`config.mk`:
```
export PLATFORM = sky130hd
export DESIGN_NAME = servo_key_number_extractor
export DESIGN_NICKNAME = d
export VERILOG_FILES = /design/src/rtl/core/skne_pkg.sv /design/src/rtl/core/skne_tracker.sv /design/src/rtl/core/servo_key_number_extractor.sv
export SDC_FILE = /design/constraint.sdc
export NUM_CORES = 1
export LEC_CHECK = 0
export ABC_AREA = 1
export BUFFER_PORTS_ARGS = -buffer_cell sky130_fd_sc_hd__buf_2
export CORE_ASPECT_RATIO = 0.7
export CORE_MARGIN = 2
export CORE_UTILIZATION = 65
export DETAILED_ROUTE_END_ITERATION = 12
export HOLD_SLACK_MARGIN = 0.08
export PLACE_DENSITY = 0.83
export SLEW_MARGIN = 20
export SYNTH_ARGS = -nofsm -noshare
export SYNTH_HDL_FRONTEND = slang
export SYNTH_SLANG_ARGS = --single-unit
```
`constraint.sdc`:
```
create_clock -name clk -period 5.6 [get_ports clk]
set_input_delay 1.12 -clock clk [delete_from_list [all_inputs] [get_ports clk]]
set_output_delay 1.12 -clock clk [all_outputs]
set_load 0.01 [all_outputs]
```
`src/rtl/core/skne_pkg.sv`:
```
`default_nettype none

package skne_pkg;

	// width of the reported value, two's complement
	localparam int NUMBER_BITS = 32;
	localparam int MAG_BITS    = NUMBER_BITS - 1;

	localparam logic [7:0] CH_QUOTE = 8'h22;
	localparam logic [7:0] CH_COLON = 8'h3a;
	localparam logic [7:0] CH_MINUS = 8'h2d;
	localparam logic [7:0] CH_PLUS  = 8'h2b;
	localparam logic [7:0] CH_SPACE = 8'h20;
	localparam logic [7:0] CH_TAB   = 8'h09;
	localparam logic [7:0] CH_CR    = 8'h0d;
	localparam logic [7:0] CH_LF    = 8'h0a;
	localparam logic [7:0] CH_ZERO  = 8'h30;
	localparam logic [7:0] CH_NINE  = 8'h39;
	localparam logic [7:0] CH_NUL   = 8'h00;
	localparam logic [3:0] RADIX    = 4'd10;

	localparam logic [2:0] QUOTED_KEY_LEN = 3'd7;
	localparam logic [2:0] BARE_KEY_LEN   = 3'd5;

	typedef enum logic [2:0] {
		PH_SEARCH = 3'd0,
		PH_COLON  = 3'd1,
		PH_SKIP   = 3'd2,
		PH_SIGNED = 3'd3,
		PH_DIGITS = 3'd4,
		PH_DONE   = 3'd5,
		PH_FAILED = 3'd6
	} skne_phase_t;

	typedef struct packed {
		skne_phase_t phase;
		logic        negative;
	} skne_trk_status_t;

	typedef struct packed {
		logic [7:0] char_byte;
		logic       is_last;
	} skne_in_t;

	typedef struct packed {
		logic                          found;
		logic signed [NUMBER_BITS-1:0] angle_value;
	} skne_out_t;

	// key character at a given position; the quoted key wraps servo in double quotes
	function automatic logic [7:0] key_char(input logic quoted, input logic [2:0] idx);
		logic [2:0] pos;
		logic [7:0] ch;
		begin
			pos = quoted ? idx : idx + 3'd1;
			unique case (pos)
				3'd0: ch = CH_QUOTE;
				3'd1: ch = 8'h73;
				3'd2: ch = 8'h65;
				3'd3: ch = 8'h72;
				3'd4: ch = 8'h76;
				3'd5: ch = 8'h6f;
				3'd6: ch = CH_QUOTE;
				default: ch = CH_NUL;
			endcase
			return ch;
		end
	endfunction

endpackage

`default_nettype wire

```
`src/rtl/core/skne_tracker.sv`:
```
`default_nettype none

module skne_tracker #(
	parameter bit QUOTED = 1'b0
) (
	input  wire logic                      clk,
	input  wire logic                      arst_n,
	input  wire logic [7:0]                char_byte,
	input  wire logic                      upd,
	input  wire logic                      commit,
	input  wire logic                      clr,
	output skne_pkg::skne_trk_status_t     status,
	output logic [skne_pkg::MAG_BITS-1:0]  magnitude
);
	import skne_pkg::*;

	localparam logic [2:0] KEY_LEN = QUOTED ? QUOTED_KEY_LEN : BARE_KEY_LEN;
	localparam logic [NUMBER_BITS+2:0] SAT_LIMIT = {4'b0, {MAG_BITS{1'b1}}};

	logic [2:0]          prog_q, prog_nxt;
	skne_trk_status_t    stat_q, stat_nxt;
	logic [MAG_BITS-1:0] mag_q, mag_nxt;
	logic                is_digit;
	logic [3:0]          digit;
	logic [MAG_BITS-1:0] acc_base;
	logic [NUMBER_BITS+2:0] acc_wide;
	logic [MAG_BITS-1:0] acc_sat;

	assign is_digit = (char_byte >= CH_ZERO) && (char_byte <= CH_NINE);
	assign digit    = 4'(char_byte - CH_ZERO);
	assign acc_base = (stat_q.phase == PH_DIGITS) ? mag_q : '0;

	// times ten plus digit, saturating at the largest magnitude
	always_comb begin
		acc_wide = ({4'b0, acc_base} << 3) + ({4'b0, acc_base} << 1)
			+ (NUMBER_BITS+3)'(digit);
		acc_sat  = (acc_wide > SAT_LIMIT) ? {MAG_BITS{1'b1}} : acc_wide[MAG_BITS-1:0];
	end

	always_comb begin
		prog_nxt = prog_q;
		stat_nxt = stat_q;
		mag_nxt  = mag_q;
		unique case (stat_q.phase)
			PH_SEARCH: begin
				if (prog_q < KEY_LEN && char_byte == key_char(QUOTED, prog_q)) begin
					prog_nxt = prog_q + 3'd1;
					if (prog_nxt == KEY_LEN) begin
						stat_nxt.phase = PH_COLON;
					end
				end else begin
					prog_nxt = (char_byte == key_char(QUOTED, 3'd0)) ? 3'd1 : 3'd0;
				end
			end
			PH_COLON: begin
				if (char_byte == CH_COLON) begin
					stat_nxt.phase = PH_SKIP;
				end
			end
			PH_SKIP: begin
				priority if (char_byte == CH_SPACE || char_byte == CH_QUOTE
						|| char_byte == CH_TAB || char_byte == CH_CR
						|| char_byte == CH_LF) begin
					stat_nxt.phase = PH_SKIP;
				end else if (char_byte == CH_MINUS) begin
					stat_nxt.negative = 1'b1;
					stat_nxt.phase    = PH_SIGNED;
				end else if (char_byte == CH_PLUS) begin
					stat_nxt.phase = PH_SIGNED;
				end else if (is_digit) begin
					mag_nxt        = acc_sat;
					stat_nxt.phase = PH_DIGITS;
				end else begin
					stat_nxt.phase = PH_FAILED;
				end
			end
			PH_SIGNED: begin
				if (is_digit) begin
					mag_nxt        = acc_sat;
					stat_nxt.phase = PH_DIGITS;
				end else begin
					stat_nxt.phase = PH_FAILED;
				end
			end
			PH_DIGITS: begin
				if (is_digit) begin
					mag_nxt = acc_sat;
				end else begin
					stat_nxt.phase = PH_DONE;
				end
			end
			default: begin
			end
		endcase
	end

	// view after this byte, used for the report on the closing byte
	assign status    = upd ? stat_nxt : stat_q;
	assign magnitude = upd ? mag_nxt : mag_q;

	always_ff @(posedge clk or negedge arst_n) begin
		if (!arst_n) begin
			prog_q          <= '0;
			stat_q.phase    <= PH_SEARCH;
			stat_q.negative <= 1'b0;
			mag_q           <= '0;
		end else if (clr) begin
			prog_q          <= '0;
			stat_q.phase    <= PH_SEARCH;
			stat_q.negative <= 1'b0;
			mag_q           <= '0;
		end else if (commit && upd) begin
			prog_q <= prog_nxt;
			stat_q <= stat_nxt;
			mag_q  <= mag_nxt;
		end
	end

endmodule

`default_nettype wire

```
`src/rtl/core/servo_key_number_extractor.sv`:
```
`default_nettype none

// Servo key number extractor. Feed a text message one byte per request on the
// in channel; is_last marks the final byte. Two trackers watch the stream: one
// for the first "servo" in double quotes, one for the first bare servo. After
// its key a tracker waits for a colon, skips spaces, tabs, CR, LF and double
// quotes, takes an optional sign and gathers decimal digits, saturating the
// magnitude at 2^31-1. One request comes out per message: on the byte marked
// last, or on a zero byte, which is not parsed and after which the rest of the
// message up to the last byte is dropped. The quoted tracker decides the result
// whenever its key was seen, with no fall-back to the bare one. found is 0 and
// angle_value is 0 when no digit followed the chosen key. Throughput is one
// byte per clock while no closing byte waits on the output. A result reaches
// the out channel through the input register, which holds the closing byte,
// and the result register, which the tracker update that byte drives feeds.
// Back-pressure on out stalls input only when a byte that closes a message
// meets a result that has not been taken yet.
module servo_key_number_extractor (
	input  wire logic            clk,
	input  wire logic            arst_n,
	input  wire logic            in_valid,
	output logic                 in_ready,
	input  wire skne_pkg::skne_in_t  in_data,
	output logic                 out_valid,
	input  wire logic            out_ready,
	output skne_pkg::skne_out_t  out_data
);
	import skne_pkg::*;

	// input register
	logic       valid_s1;
	logic [7:0] byte_s1;
	logic       last_s1;

	// message state
	logic ended_q;

	// result register
	logic      out_valid_q;
	skne_out_t out_data_q;

	logic work;
	logic produce;
	logic advance;
	logic clr;

	skne_trk_status_t    q_stat, b_stat, sel_stat;
	logic [MAG_BITS-1:0] q_mag, b_mag, sel_mag;
	logic                rep_found;
	logic [NUMBER_BITS-1:0] rep_value;

	// a zero byte ends the string and is not parsed
	assign work    = valid_s1 && !ended_q && (byte_s1 != CH_NUL);
	assign produce = valid_s1 && !ended_q && ((byte_s1 == CH_NUL) || last_s1);
	// only a byte that yields a result waits on the output register
	assign advance = valid_s1 && (!produce || !out_valid_q || out_ready);
	assign clr     = advance && last_s1;

	assign in_ready = !valid_s1 || advance;

	skne_tracker #(.QUOTED(1'b1)) u_quoted (
		.clk       (clk),
		.arst_n    (arst_n),
		.char_byte (byte_s1),
		.upd       (work),
		.commit    (advance),
		.clr       (clr),
		.status    (q_stat),
		.magnitude (q_mag)
	);

	skne_tracker #(.QUOTED(1'b0)) u_bare (
		.clk       (clk),
		.arst_n    (arst_n),
		.char_byte (byte_s1),
		.upd       (work),
		.commit    (advance),
		.clr       (clr),
		.status    (b_stat),
		.magnitude (b_mag)
	);

	// quoted tracker wins once its key has been seen
	always_comb begin
		if (q_stat.phase != PH_SEARCH) begin
			sel_stat = q_stat;
			sel_mag  = q_mag;
		end else begin
			sel_stat = b_stat;
			sel_mag  = b_mag;
		end
		rep_found = (sel_stat.phase == PH_DIGITS) || (sel_stat.phase == PH_DONE);
		if (!rep_found) begin
			rep_value = '0;
		end else if (sel_stat.negative) begin
			rep_value = -{1'b0, sel_mag};
		end else begin
			rep_value = {1'b0, sel_mag};
		end
	end

	always_ff @(posedge clk or negedge arst_n) begin
		if (!arst_n) begin
			valid_s1 <= 1'b0;
		end else if (in_ready) begin
			valid_s1 <= in_valid;
		end
	end

	// payload, no reset needed
	always_ff @(posedge clk) begin
		if (in_ready && in_valid) begin
			byte_s1 <= in_data.char_byte;
			last_s1 <= in_data.is_last;
		end
	end

	// bytes after a zero byte are dropped until the last one
	always_ff @(posedge clk or negedge arst_n) begin
		if (!arst_n) begin
			ended_q <= 1'b0;
		end else if (advance) begin
			if (last_s1) begin
				ended_q <= 1'b0;
			end else if (!ended_q && byte_s1 == CH_NUL) begin
				ended_q <= 1'b1;
			end
		end
	end

	always_ff @(posedge clk or negedge arst_n) begin
		if (!arst_n) begin
			out_valid_q <= 1'b0;
		end else if (advance && produce) begin
			out_valid_q <= 1'b1;
		end else if (out_ready) begin
			out_valid_q <= 1'b0;
		end
	end

	always_ff @(posedge clk) begin
		if (advance && produce) begin
			out_data_q.found       <= rep_found;
			out_data_q.angle_value <= rep_value;
		end
	end

	assign out_valid = out_valid_q;
	assign out_data  = out_data_q;

endmodule

`default_nettype wire

```
==> reports/results.ini <==
[global_route]
grt.total_usage_pct = 40.8
antenna_found_initial = 0
grt_pass1_wl_um = 80900
grt_pass1_vias = 15600
grt_start_max_net_pins = 64
grt-ovfl-total = 0

[synth]
synth_enable_flop_cells = 42
syn_area_per_cell_um2 = 6.06
synthFlopType = dfrtp_1
synthCells = 2512
synth_area_um2 = 15200
synth_cell_types = 55
ys_async_sr_fraction_pct = 65.3
ys_seq_area_share_pct = 21.3
netlist.area_leader.share_pct = 20.8
synth_area_leaders = nand2_1 21%, dfrtp_1 13%, ha_1 11%
synthesis.nets = 2660
synth_top_area_cell = nand2_1
synth_seq_cells = 121
ys_warn_count = 0

[die]
num_io_pins = 48
core-area_um2 = 22800
dieArea_um2 = 24700
start_util_pct = 66.8
num_rows = 46
die_x_um = 187
die_h_um = 132

[place]
dpl.cell_count = 2810
place_ws_ns = 0.342
gp_congestion = 1.04
portBuffers = 47
placed_area_um2 = 15700
dpl.hpwl_um = 38100

[worst_setup_path]
r2r-start = u_bare.stat_q[1]
slowest_stage = fa_1
worst_path_largest_cell_delay_ns = 0.46
critPathArrivalTime_ns = 5.37
critical_path_class = flop to flop
critPathLaunchType = flop
crit_path_start = u_bare.stat_q[1]
worstPathRequired_ns = 5.80
critPathMaxFanout = 9
critPathMostFrequentCell = nand2_1
worstSetupEndpointType = flop

[final_layout]
area_growth_pct = 7.88
final_area_um2 = 16400
layout-drive-gt1-share_pct = 7.73
final_cells = 2846
nets = 2670
antenna_cells = 0

[cts]
tritoncts = done
root_buffer = clkbuf_16
cts_buffers = 17
cts_hold_buf = 0
clock_latency_ns = 0.44
clk_pin_slew_ns = 0.06
htreeDepth = 4
cts_sinks = 121
cts_buffer_depth = 2

[timing]
fin_crit_sh_pct = 92.4
fin_skew_ns = 0.00985
hold_ws_ns = 0.486
worst_slack_ns = 0.427
finalHoldViolCount = 0
clock.fmax_ghz = 0.193
fin_tns_setup_ns = 0
relSlewSlack_pct = 36.0
min_period_ns = 5.17
setup_viol = 0
slew_viol_final = 0
worst_slew_pin_slew_ns = 0.959

[hold_path]
hold_start = ended_q
min_path_type = flop to flop

[run]
drv_cap = 0

[power]
irDropWorstVdd_uv = 230
p_leak_nw = 8.42
powerDensity_nw_per_um2 = 175

[drt]
drc_errors = 0
first_pass_iters = 6
postRouteAntennaNets = 0
drt_iter0_markers = 2544
wl_per_cell_um = 17.9
vias = 17400
via_per_inst = 6.11
wl_um = 50900

[outcome]
status = completed

flip-flops by register name (all words and copies together), names as in the netlist:
name / count
u_quoted.prog_q: 3
byte_s1: 8
u_quoted.stat_q: 4
ended_q: 1
out_valid: 1
last_s1: 1
valid_s1: 1
u_bare.prog_q: 3
out_data: 33
u_bare.mag_q: 31
u_bare.stat_q: 4
u_quoted.mag_q: 31
cell usage after synthesis (3+ instances only):
master and instances:
a31oi_1 8, nor3_1 23, buf_2 20, xor2_1 36, nand2_1 845, o21ai_1 6
ha_1 133, and2_1 4, nor2_4 6, dfrtp_1 79, inv_2 9, buf_6 8
nand3b_1 4, nand2_2 20, a21oi_1 172, nor2_1 274, o22ai_1 7, clkbuf_1 51
a22oi_1 55, buf_4 8, buf_1 10, nor2_2 15, nor4_1 3, inv_1 276
nand3_1 146, a21o_1 4, o211ai_1 9, nand4_1 42, xnor2_1 27, o21ai_0 124
o21bai_1 13, edfxtp_1 42
kinds of logic (layout without fill, tap and decap cells):
logic type,Yosys count,count (layout),share of synthesized area [%]
buf+inv,386,408,10.3
flops,121,121,21.3
mux,1,1,0.0658
simple gates,1394,1394,38.2
xor+xnor,63,63,3.63
fa+ha+maj,135,135,11.2
compound gates,412,412,15.3
path summary, 6_finish.rpt:
| path | to | slack, ns | cells after the start |
|---|---|---|---|
| hold reg to reg | ended_q | 0.49 | 1 |
| setup reg to reg | out_data[20] | 0.43 | 36 |
| hold / removal | ended_q | 0.49 | 1 |
| max in group asynchronous | u_quoted.mag_q[18] | 3.87 | 2 |
| min in group asynchronous | u_bare.prog_q[2] | 0.68 | 1 |
| setup / recovery | out_data[20] | 0.43 | 36 |
power breakdown:
group | internal (mW) | switching [mW]
Combinational | 0.183 | 0.519
Clock | 0.745 | 0.463
Sequential | 0.952 | 0.0158
Total | 1.88 | 0.997
stage by stage:
step,total power [mW],utilization (%)
floorplan,1.45,-
global placement,1.65,68.9
detailed placement,1.65,68.9
CTS,2.84,71.6
global route,2.97,72.0
finish,2.88,72.0
final cells by class:
class	instances	area [um2]
multi-input combinational	2005	10500
fill	1992	6370
sequential	121	3240
inverter	288	1090
timing repair buffer	89	611
clock buffer	17	425
tap	312	390
clock inverter	14	196
routing by layer:
layer | up-vias | GRT usage, % | share of wire [%]
met5 | - | 0 | 0
met4 | 0 | 12.5 | 2.6
met3 | 116 | 11.4 | 14
met2 | 1188 | 58.3 | 40
met1 | 7892 | 59.3 | 43
li1 | 8200 | - | -
worst max-delay path: cells and delay by family, from the launching register on:
kind,cells,cell delay (ns)
DFF,1,0.44
buffers and inverters,6,0.55
adders and majority gates,3,0.95
xor gates and xnor gates,1,0.19
and+or+nand+nor,26,2.76
repair_timing:
item	CTS	global route
endpoints found under the setup margin	0	11
gates resized for setup	0	8
buffers inserted	0	4
placed cells by master, fill, tap and decap left out, drive strengths merged, types with 3 or more instances in the layout:
master and instances:
edfxtp 42, and2 4, xor2 36, ha 133, or2 4, nor2 297, o21bai 14, clkinvlp 3
buf 89, nand3b 4, nand4 42, a31oi 8, o211ai 9, inv 289, a21oi 174, a21o 4
nor3 24, dfrtp 79, nand3 148, bufinv 4, nor4 3, a22oi 55, nand2 867, clkbuf 17
xnor2 27, clkinv 6, o22ai 7, o21ai 132
(Power assumes the default switching activity.)
